$ cat src/sv/plt_ram.sv
`timescale 1ns / 1ps
// ----------------------------------------------------------------------------
// plt_ram
// Generic single-port synchronous RAM with a registered read.
// ----------------------------------------------------------------------------
module plt_ram #(
  parameter int WIDTH = 32,
  parameter int DEPTH = 32
) (
  input  logic                     clk,
  input  logic                     we,
  input  logic [$clog2(DEPTH)-1:0] addr,
  input  logic [WIDTH-1:0]         wdata,
  output logic [WIDTH-1:0]         rdata
);

  logic [WIDTH-1:0] mem [DEPTH];

  always_ff @(posedge clk) begin
    if (we) begin
      mem[addr] <= wdata;
    end
    rdata <= mem[addr];
  end

endmodule

$ cat config.mk
export PLATFORM = sky130hd
export DESIGN_NAME = plt_ram
export DESIGN_NICKNAME = d
export VERILOG_FILES = /design/src/sv/plt_ram.sv
export SDC_FILE = /design/constraint.sdc
export NUM_CORES = 1
export LEC_CHECK = 0
export BUFFER_PORTS_ARGS = -buffer_cell sky130_fd_sc_hd__buf_2
export CORE_MARGIN = 5
export CORE_UTILIZATION = 65
export DETAILED_ROUTE_END_ITERATION = 10
export PLACE_DENSITY = 0.82
export RECOVER_POWER = 50
export SYNTH_ARGS = -nofsm -noshare
export SYNTH_HDL_FRONTEND = slang
export SYNTH_SLANG_ARGS = --single-unit
$ cat constraint.sdc
create_clock -name clk -period 8.4 [get_ports clk]
set_input_delay 0.84 -clock clk [delete_from_list [all_inputs] [get_ports clk]]
set_output_delay 0.84 -clock clk [all_outputs]
set_load 0.005 [all_outputs]
==> metrics.yaml <==
run_status:
  status: "complete, no violations"
power_and_ir_drop:
  ir_drop_uv: 172
  pwr-share-clk_pct: 41.6
  combPwrFrac_pct: 4.1
  p_leak_nw: 15.3
  p_int_w: 0.00862
  p_sw_w: 0.00223
  seq_power_share_pct: 54.3
  powerDensity_nw_per_um2: 245
  swShare_pct: 20.5
synthesis:
  synth.most_common_cell: "edfxtp_1"
  yosysWarnings: 0
  ys.flop_type: "edfxtp_1"
  synth_common_cells: "1024 x edfxtp_1, 512 x mux2i_1, 256 x o22ai_1"
  synth_cell_type_count: 23
  synth_nets: 2146
  yosysSeqAreaShare_pct: 79.0
  synth_area_per_cell_um2: 18.9
  synthTopCellsByArea: "edfxtp_1 77%, mux2i_1 13%, o22ai_1 4.0%, dfxtp_1 1.6%, buf_2 1.0%"
  synthArstFlopShare_pct: 0
  yosys.area.top_type: "edfxtp_1"
  synth_edf_count: 1024
  synth_area_um2: 39700
  synth_top_area_share_pct: 77.4
  ys_ff_latch: 1056
  synthCells: 2107
setup_path:
  path_buf_inv: 3
  reg2regPathDepth: 4
  cp-start-kind: "input pin"
  critical_path.max_stage_delay_ps: 940
  endpoint_kind: "flop"
  crit_cells: 7
  cp-endpoint: "rdata[31]"
  cpMaxStageDelayCell: "buf_4"
  required_ps: 8930
  rr_endpoint: "rdata[6]"
  worstPathCellList: "buf_8, buf_12, buf_4, mux2i_1, o22ai_1, nor4_1, nand2_1"
  startpoint: "addr[1]"
  critical_path_class: "input pin to flop"
  cp_top_family: "buffers and inverters"
  r2r_start: "mem[25][6]"
  critPathMaxFanout: 146
  crit_arrival_ps: 4340
  r2r_setup_slack_ps: 6680
finish:
  final_area_um2: 44300
  nets: 2243
  drive_above_1_share_pct: 11.7
  syn_to_final_growth_pct: 11.4
  final.fill_count: 3292
timing:
  drv_slew: 0
  rsz0062_at_grt: "no"
  fin_skew_ps: 33.8
  setup_violations: 0
  clock.fmax_mhz: 262
  relSlewSlack_pct: 7.63
  holdWs_ps: 643
  final_hold_viol_count: 0
  finalCritPeriodShare_pct: 45.4
  tightest_slew_ps: 1390
  setup_tns_ps: 0
  period_needed_ps: 3810
route:
  dr.pass1.iters: 5
  drt_iter0_drc: 3168
  drt-wirelength-per-cell_um: 31.4
  ant_nets: 0
  vias: 21140
  viasPerCell: 6.88
  drc: 0
  totalWireLength_um: 96400
clocking:
  worstSkewPairLatency_ps: 670
  numClockSinks: 1056
  htreeDepth: 3
  clockRootBuffer: "clkbuf_16"
  cts_tree: "built"
  cts-resized-gates: 0
  cts_made_buffers: 98
  cts_setup_buffers: 0
  cts.path.max_buffers: 3
  clk_pin_slew_worst_paths_ps: 60
  hold_buffers: 0
floorplanning:
  rows: 90
  die_width_um: 257
  die_h_um: 257
  start_util_pct: 65.7
  die_area_um2: 66200
  ios: 71
  core_area_um2: 60500
job:
  drv_cap: 0
placement:
  io_buffers: 70
  gp_congestion: 0.821
  place_hpwl_um: 49000
  dpl_cell_area_um2: 41000
global_route:
  grt_antenna_before_repair: 2
  grt_use_total_pct: 28.8
  grt_pass1_wl_um: 139000
  grt-ovfl-total: 0
  grt_max_degree: 147
  grt_pass1_vias: 21279
worst_hold_path:
  worstHoldPathType: "flop to flop"
  whs_path_depth: 4
-- state kept, by name, indices dropped and copies added (netlist names) --
| name | cells |
|---|---|
| rdata | 32 |
| mem | 1024 |
-- placed cells by master (no fill, tap or decap) --
cell,n
buf_12,2
buf_2,23
buf_4,51
buf_8,1
bufinv_16,11
clkbuf_1,71
clkbuf_16,101
clkbuf_8,7
clkinv_1,12
clkinv_2,22
clkinv_4,1
clkinv_8,2
dfxtp_1,32
diode_2,2
edfxtp_1,1024
inv_16,1
inv_6,3
mux2i_1,512
nand2_1,34
nand3_1,2
nand3b_1,4
nand4_1,1
nand4b_1,4
nand4bb_2,6
nor2_1,3
nor2_4,26
nor3_2,4
nor4_1,64
o22ai_1,256
or3_1,1
or3b_1,1
or3b_2,2
or4_4,1
or4b_2,1
or4b_4,3
-- worst register-to-register path, stage by stage (launching register included) --
cell and delay, ps:
edfxtp_1 370, mux2i_1 190, o22ai_1 130, nor4_1 770
nand2_1 120
-- power by group through the flow --
stage                     Sequential [W]  Combinational, W  Clock (W)
after floorplan                  0.00599          0.000247          0
after global routing             0.00589          0.000469    0.00476
after CTS                        0.00589          0.000443    0.00453
after detailed placement         0.00600          0.000438          0
after global placement           0.00599          0.000422          0
final                            0.00589          0.000445    0.00451
-- per-stage QoR --
step	worst slack [ps]	instances	power, W	util (%)
floorplan	3890	2107	0.00624	-
global placement	4120	2886	0.00642	67.9
finish	4590	3073	0.0108	73.2
detailed placement	3990	2886	0.00644	67.9
global route	4490	3071	0.0111	73.2
CTS	4690	3071	0.0109	73.3
-- final cells by class --
cell class | instances | area, µm² | share of cell area [%]
Timing Repair Buffer | 123 | 726 | 1.64
Tap cell | 782 | 978 | 2.21
Clock inverter | 52 | 573 | 1.29
Sequential cell | 1056 | 31400 | 70.9
Multi-Input combinational cell | 925 | 7870 | 17.8
Antenna cell | 2 | 5.00 | 0.0113
Clock buffer | 133 | 2720 | 6.14
-- metal layers --
layer | global-route usage (%) | share of wire, %
met4 | 11.5 | 4.0
met5 | 0 | 0
met3 | 6.96 | 13
met1 | 39.0 | 35
met2 | 46.1 | 48
-- logic make-up after synthesis --
family                 synth area share [%]
AO/OA/AOI/OAI                          4.03
buffers and inverters                  1.82
flip-flops                             79.0
multiplexers                           12.9
AND/OR/NAND/NOR                        2.27
-- worst min path at each step --
stage,startpoint,endpoint,slack (ps)
finish,mem[9][30],rdata[30],640
detailed placement,mem[9][30],rdata[30],630
global route,mem[13][30],rdata[30],680
floorplan,mem[28][30],rdata[30],580
CTS,wdata[17],mem[23][17],610
global placement,mem[5][30],rdata[30],620
No activity file was read; power rests on OpenSTA's default activity.
