### config.mk
export PLATFORM = sky130hd
export DESIGN_NAME = plt_div
export DESIGN_NICKNAME = d
export VERILOG_FILES = /design/src/sv/plt_div.sv
export SDC_FILE = /design/constraint.sdc
export NUM_CORES = 1
export LEC_CHECK = 0
export ABC_AREA = 1
export BUFFER_PORTS_ARGS = -buffer_cell sky130_fd_sc_hd__clkbuf_2
export CELL_PAD_IN_SITES_DETAIL_PLACEMENT = 1
export CELL_PAD_IN_SITES_GLOBAL_PLACEMENT = 2
export CORE_MARGIN = 5
export CORE_UTILIZATION = 28
export CTS_CLUSTER_DIAMETER = 80
export DETAILED_ROUTE_END_ITERATION = 6
export PLACE_DENSITY_LB_ADDON = 0.1
export SYNTH_ARGS = -nofsm -noshare
export SYNTH_HDL_FRONTEND = slang
export SYNTH_SLANG_ARGS = --single-unit
export TNS_END_PERCENT = 100
### constraint.sdc
create_clock -name clk -period 2.85 [get_ports clk]
set_input_delay 0 -clock clk [delete_from_list [all_inputs] [get_ports clk]]
set_output_delay 0 -clock clk [all_outputs]
set_load 0.05 [all_outputs]
### src/sv/plt_div.sv
`timescale 1ns / 1ps
// ----------------------------------------------------------------------------
// plt_div
// Unsigned restoring divider, one quotient bit per cycle.
// ----------------------------------------------------------------------------
module plt_div #(
  parameter int NUM_W = 54,
  parameter int DEN_W = 33
) (
  input  logic             clk,
  input  logic             rst,
  input  logic             start,
  input  logic [NUM_W-1:0] num,
  input  logic [DEN_W-1:0] den,
  output logic             done,
  output logic [NUM_W-1:0] quot
);

  localparam int CW = $clog2(NUM_W + 1);

  logic             busy;
  logic [CW-1:0]    cnt;
  logic [DEN_W:0]   rem;
  logic [DEN_W:0]   rem_sh;
  logic [DEN_W:0]   rem_next;
  logic [DEN_W-1:0] den_r;
  logic [NUM_W-1:0] qn;
  logic             qbit;

  always_comb begin
    rem_sh   = {rem[DEN_W-1:0], qn[NUM_W-1]};
    qbit     = rem_sh >= {1'b0, den_r};
    rem_next = qbit ? (rem_sh - {1'b0, den_r}) : rem_sh;
  end

  always_ff @(posedge clk) begin
    if (rst) begin
      busy <= 1'b0;
      done <= 1'b0;
      cnt  <= '0;
    end else begin
      done <= busy && !start && (cnt == CW'(1));
      if (start) begin
        busy <= 1'b1;
        cnt  <= CW'(NUM_W);
      end else if (busy) begin
        cnt <= cnt - CW'(1);
        if (cnt == CW'(1)) begin
          busy <= 1'b0;
        end
      end
    end
  end

  // numerator shifts out the top while quotient bits shift in at the bottom
  always_ff @(posedge clk) begin
    if (start) begin
      qn    <= num;
      rem   <= '0;
      den_r <= den;
    end else if (busy) begin
      qn  <= {qn[NUM_W-2:0], qbit};
      rem <= rem_next;
    end
  end

  assign quot = qn;

endmodule

==> impl_metrics.py, run 1 <==
metrics = {
    "outcome": {
        "status": "finished, final reports clean",
    },
    "grt": {
        "grt_overflow": 0,
        "globalRouteMet1Util_pct": 21.9,
        "grt_pass1_wl_um": 41900,
        "grt_use_met2_pct": 27.4,
        "busiest_layer": "met2",
        "grt_pass1_vias": 7963,
        "grt_antenna_before_repair": 0,
        "grtUsageMet3_pct": 5.11,
        "grt_max_degree": 62,
        "grtUsageTotal_pct": 16.9,
    },
    "cells_and_area": {
        "synthToLayoutAreaGrowth_pct": 33.2,
        "layout_common_cells": "nand2_1, inv_1, clkbuf_2, dlygate4sd3_1, edfxtp_1",
        "final-seq-area_um2": 3430,
        "fillers": 3485,
        "multi_input_area_um2": 3610,
        "diodes": 0,
        "final_common_cell": "nand2_1",
        "drive_gt1_share_pct": 14.9,
        "fin_nets": 1467,
    },
    "synth": {
        "synth.distinct_cells": 37,
        "synthArstFlopShare_pct": 0,
        "synth_area_um2": 7910,
        "syn_inst": 1106,
        "avgSynthCellArea_um2": 7.15,
        "synth-seq-cells": 128,
        "syn_nets": 1232,
        "yosysSeqAreaShare_pct": 43.4,
        "synth_edf_count": 87,
        "yosysWarnings": 0,
        "synth_ff_type": "edfxtp_1",
    },
    "timing": {
        "worst_slew_pin_slew_ns": 0.752,
        "period_minus_slack_ns": 2.43,
        "fin_hold_ws_ns": 0.0296,
        "hold_violations": 0,
        "rsz0062_at_grt": "no",
        "skew_ns": 0.0142,
        "final.setup.tns_ns": 0,
        "period_share_pct": 85.3,
        "fmax_ghz": 0.412,
        "slew_headroom_pct": 49.8,
        "setup_violations": 0,
        "drv_slew": 0,
    },
    "clocking": {
        "clk_pin_slew_ns": 0.07,
        "root_buffer": "clkbuf_16",
        "cts_buffers": 17,
        "clk_path_buf_depth": 2,
        "cts_resized": 0,
        "cts.htree.levels": 4,
        "cts_tree": "built",
        "clock_sinks": 128,
        "clock_latency_ns": 0.44,
    },
    "floorplanning": {
        "start_util_pct": 28.4,
        "die_x_um": 178,
        "die_y_um": 178,
        "placementRows": 61,
        "io_pins": 145,
        "dieArea_um2": 31700,
        "coreArea_um2": 27900,
    },
    "power_and_ir_drop": {
        "fin_total_pwr_mw": 5.36,
        "p_per_area_nw_per_um2": 509,
        "p_sw_mw": 1.64,
        "clkPwrFrac_pct": 41.0,
        "ir_drop_mv": 0.359,
        "leakagePower_nw": 5.49,
        "p_sw_share_pct": 30.5,
        "p_int_mw": 3.72,
        "combPwrFrac_pct": 17.9,
        "seqPwrFrac_pct": 41.1,
    },
    "drt": {
        "wl_per_cell_um": 14.9,
        "vias": 7414,
        "dr.pass1.iters": 4,
        "drc": 0,
        "drtAntennaViolNets": 0,
        "viasPerCell": 4.28,
        "drtIter0Drc": 286,
        "routed_wl_um": 25700,
    },
    "worst_setup_path": {
        "start_kind": "flop",
        "end_kind": "flop",
        "critPathKind": "reg -> reg",
        "worstPathMaxFanout": 23,
        "arrival_ns": 2.74,
        "cp.required_ns": 3.16,
    },
    "worst_hold_path": {
        "holdCritPathClass": "in -> reg",
    },
    "flow_run": {
        "cap_violations": 0,
    },
    "placed_design": {
        "portBuffers": 144,
        "place_hpwl_um": 19400,
        "gp_congestion": 0.818,
    },
}
## flip-flops by register name, summed over array words and instances, names as in the netlist
signal / count
quot: 54
busy: 1
rem: 33
cnt: 6
den_r: 33
done: 1
## path summary, 6_finish.rpt
path	startpoint	end	slack [ns]	depth (start not counted)
hold reg to reg	rem[32]	rem[32]	0.45	2
setup reg to reg	quot[53]	rem[0]	0.42	13
hold / removal	start	den_r[0]	0.03	1
setup / recovery	quot[53]	rem[0]	0.42	13
## cells by family after synthesis
group	synth area share (%)
buf+inv	10.9
flops	43.4
xor+xnor	1.77
simple gates	34.7
fa+ha+maj	5.79
compound gates	3.42
## synth_stat cells, types with 3 or more instances
master	count	area share, %
inv_1	192	9.1
nand3_1	77	4.9
nor3_1	7	0.44
and2_1	6	0.47
buf_6	3	0.43
nor2_1	48	2.3
edfxtp_1	87	33
a21oi_1	21	1.3
dfxtp_1	41	10
clkbuf_1	14	0.66
o21ai_0	7	0.44
nand3b_1	21	2.0
o21ai_1	14	0.89
buf_2	7	0.44
nand2_1	478	23
ha_1	35	5.5
nand2_2	5	0.40
xnor2_1	14	1.6
nand4_1	3	0.24
nor2_2	4	0.32
## what timing repair did
item | in CTS | in global routing
endpoints found under the hold margin | 95 | 0
buffers inserted | 0 | 0
hold buffers | 88 | 0
## critical path: stages (launching register included)
cell and delay (ns):
edfxtp_1 0.38, inv_1 0.08, ha_1 0.14, inv_1 0.09, fa_1 0.45, nand3_1 0.14
nand3_2 0.16, nand2_2 0.11, nand2_2 0.07, nand2_4 0.18, buf_12 0.22, nand3_1 0.10
nand3_1 0.09, o21ai_0 0.08
## metal layers
| metal | routed length, µm | up-vias |
|---|---|---|
| li1 | - | 3894 |
| met1 | 12400 | 3357 |
| met2 | 11600 | 141 |
| met3 | 1380 | 22 |
| met4 | 321 | 0 |
| met5 | 0 | - |
## power by group through the flow
stage | registers (mW) | logic [mW] | clock network (mW)
4_1_cts | 2.21 | 0.979 | 2.26
6_report | 2.20 | 0.960 | 2.20
3_3_place_gp | 2.24 | 0.880 | 0
5_1_grt | 2.22 | 1.06 | 2.35
3_5_place_dp | 2.24 | 0.883 | 0
2_1_floorplan | 2.52 | 0.318 | 0
## final cells by class
cell class                 count  share of cell area [%]
clock buffer                  17                    4.04
clock inverter                14                    1.34
inverter                     193                    6.88
multi-input combinational    758                    34.3
sequential                   128                    32.6
tap                          378                    4.49
timing repair buffer         243                    16.4
## stage by stage
stage / instances / setup WS [ns] / cell area, µm² / utilization [%]
floorplan: 1106 / 0.134 / 7910 / -
CTS: 1731 / 0.363 / 10500 / 37.8
finish: 1731 / 0.420 / 10500 / 37.8
detailed placement: 1612 / 0.375 / 9090 / 32.6
global route: 1731 / 0.209 / 10500 / 37.8
global placement: 1612 / 0.446 / 9090 / 32.6
No activity file was read; power rests on OpenSTA's default activity.
==> inputs of run 2 (changes only) <==
--- a/config.mk
+++ b/config.mk
@@ -13,7 +13,7 @@
 export CORE_UTILIZATION = 28
 export CTS_CLUSTER_DIAMETER = 80
 export DETAILED_ROUTE_END_ITERATION = 6
-export PLACE_DENSITY_LB_ADDON = 0.1
+export PLACE_DENSITY = 0.87
 export SYNTH_ARGS = -nofsm -noshare
 export SYNTH_HDL_FRONTEND = slang
 export SYNTH_SLANG_ARGS = --single-unit
==> run 2 against run 1 <==
  * Core utilization fell by 0.12 points
  * Worst hold slack gained 0.24 ns
  * Global-route usage increased by 0.53 points
  * Sequential cell count unchanged
  * First-iteration DRC count is 16% higher
  * Clock skew increased by 0.0078 ns
  * Combinational power increased by 2.2%
  * Design area is 0.32% lower
  * Final cell count rose by 0.12%
  * Non-clock buffer count is 1 higher
  * Die area is the same
  * Largest cell class unchanged
  * Largest power group unchanged
==> impl_metrics.py, run 2 (synthesis gave the netlist of run 1 again) <==
metrics = {
    "placed_design": {
        "place_hpwl_um": 19000,
        "gp_congestion": 0.835,
        "portBuffers": 144,
        "placed_cell_area_um2": 9060,
        "post-place-ws_ns": 0.389,
    },
    "worst_setup_path": {
        "critPathKind": "reg -> reg",
        "r2r-start": "quot[53]",
        "crit_start": "quot[53]",
        "arrival_ns": 2.77,
        "cp.required_ns": 3.21,
        "end_kind": "flop",
        "start_kind": "flop",
        "worstPathMaxFanout": 32,
    },
    "clocking": {
        "clock_latency_ns": 0.44,
        "cts_buffers": 17,
        "clock_sinks": 128,
        "cts_resized": 0,
        "clk_pin_slew_ns": 0.08,
        "cts_tree": "built",
        "cts.htree.levels": 4,
        "clk_path_buf_depth": 2,
        "postCtsSetupBuffers": 0,
        "root_buffer": "clkbuf_16",
    },
    "worst_hold_path": {
        "min_from": "den[6]",
        "holdCritPathClass": "in -> reg",
    },
    "drt": {
        "drc": 0,
        "drtIter0Drc": 331,
        "dr.pass1.iters": 5,
        "wl_per_cell_um": 15.3,
        "viasPerCell": 4.45,
        "drtAntennaViolNets": 0,
        "routed_wl_um": 26500,
        "vias": 7711,
    },
    "power_and_ir_drop": {
        "seqPwrFrac_pct": 41.6,
        "leakagePower_nw": 5.48,
        "p_per_area_nw_per_um2": 506,
        "fin_total_pwr_mw": 5.31,
        "p_sw_mw": 1.73,
        "p_int_mw": 3.58,
        "combPwrFrac_pct": 18.5,
        "p_sw_share_pct": 32.5,
        "ir_drop_mv": 0.333,
        "clkPwrFrac_pct": 39.9,
    },
    "timing": {
        "worst_slew_pin_slew_ns": 0.817,
        "skew_ns": 0.0220,
        "period_share_pct": 84.7,
        "slew_headroom_pct": 45.5,
        "final.setup.tns_ns": 0,
        "period_minus_slack_ns": 2.42,
        "fin_hold_ws_ns": 0.269,
        "fmax_ghz": 0.414,
        "worst_slack_ns": 0.435,
        "setup_violations": 0,
        "hold_violations": 0,
        "drv_slew": 0,
        "rsz0062_at_grt": "no",
    },
    "floorplanning": {
        "placementRows": 61,
        "dieArea_um2": 31700,
        "io_pins": 145,
        "start_util_pct": 28.4,
        "coreArea_um2": 27900,
        "die_y_um": 178,
        "die_x_um": 178,
    },
    "cells_and_area": {
        "largest_reg_flops": 54,
        "layout_common_cells": "nand2_1, inv_1, clkbuf_2, dlygate4sd3_1, edfxtp_1",
        "fin_nets": 1468,
        "diodes": 0,
        "drive_gt1_share_pct": 15.1,
        "final_common_cell": "nand2_1",
        "synthToLayoutAreaGrowth_pct": 32.8,
        "fin_area_um2": 10500,
    },
    "grt": {
        "grt_pass1_vias": 8528,
        "grt_overflow": 0,
        "grt_antenna_before_repair": 0,
        "grt_max_degree": 68,
        "grtUsageTotal_pct": 17.4,
        "grt_pass1_wl_um": 43400,
    },
    "flow_run": {
        "cap_violations": 0,
    },
    "outcome": {
        "status": "finished, final reports clean",
    },
}
run 2: changes by cell type in the layout (fill, tap and decap cells not counted):
cell,previous run,this run
buf_4,9,11
inv_6,2,6
clkinvlp_4,5,4
dlygate4sd3_1,88,89
inv_8,0,2
clkinv_2,2,1
inv_1,190,191
bufinv_16,2,0
clkinv_1,3,1
buf_12,3,1
run 2: power groups by stage:
stage / Combinational, mW / Clock, mW / Sequential (mW)
after global routing: 1.07 / 2.26 / 2.22
after global placement: 0.876 / 0 / 2.24
after CTS: 0.986 / 2.18 / 2.21
after floorplan: 0.318 / 0 / 2.52
final: 0.981 / 2.12 / 2.21
after detailed placement: 0.884 / 0 / 2.25
run 2: path summary, 6_finish.rpt:
kind,end,slack [ns],cells after the start
max,rem[18],0.43,13
min,den_r[6],0.27,2
max reg2reg,rem[18],0.43,13
min reg2reg,rem[32],0.46,2
run 2: stage by stage:
step	utilization, %	std cells
CTS	37.7	1733
detailed placement	32.5	1612
floorplan	-	1106
global placement	32.5	1612
global route	37.7	1733
finish	37.7	1733
run 2: area by class of cell:
type / count / area (µm²)
Clock buffer: 17 / 425
Clock inverter: 15 / 123
Fill cell: 3463 / 17400
Inverter: 193 / 724
Multi-Input combinational cell: 758 / 3610
Sequential cell: 128 / 3430
Tap cell: 378 / 473
Timing Repair Buffer: 244 / 1710
run 2: worst max-delay path, stage by stage, from the launching register on:
cell and delay [ns]:
edfxtp_1 0.38, inv_1 0.09, ha_1 0.14, inv_1 0.08
fa_1 0.43, nand3_1 0.13, nand3_2 0.12, nand2_2 0.09
nand2_2 0.07, nand2_4 0.19, nand2_4 0.27, nand2_1 0.15
nand3_1 0.08, o21ai_1 0.11
run 2: layer usage:
metal  global-route usage (%)  wire [µm]  vias up  part of all wire, %
met1                     21.2      12100     3635                   46
met5                        0          0        -                    0
met3                     5.24       1610       18                  6.1
li1                         -          -     3902                    -
met2                     30.1      12500      156                   47
met4                     4.03        248        0                 0.94
run 2: timing repair:
item / 4_1_cts / 5_1_grt
hold endpoints to repair: 97 / 0
hold buffers: 89 / 0
endpoints found under the setup margin: 0 / 0
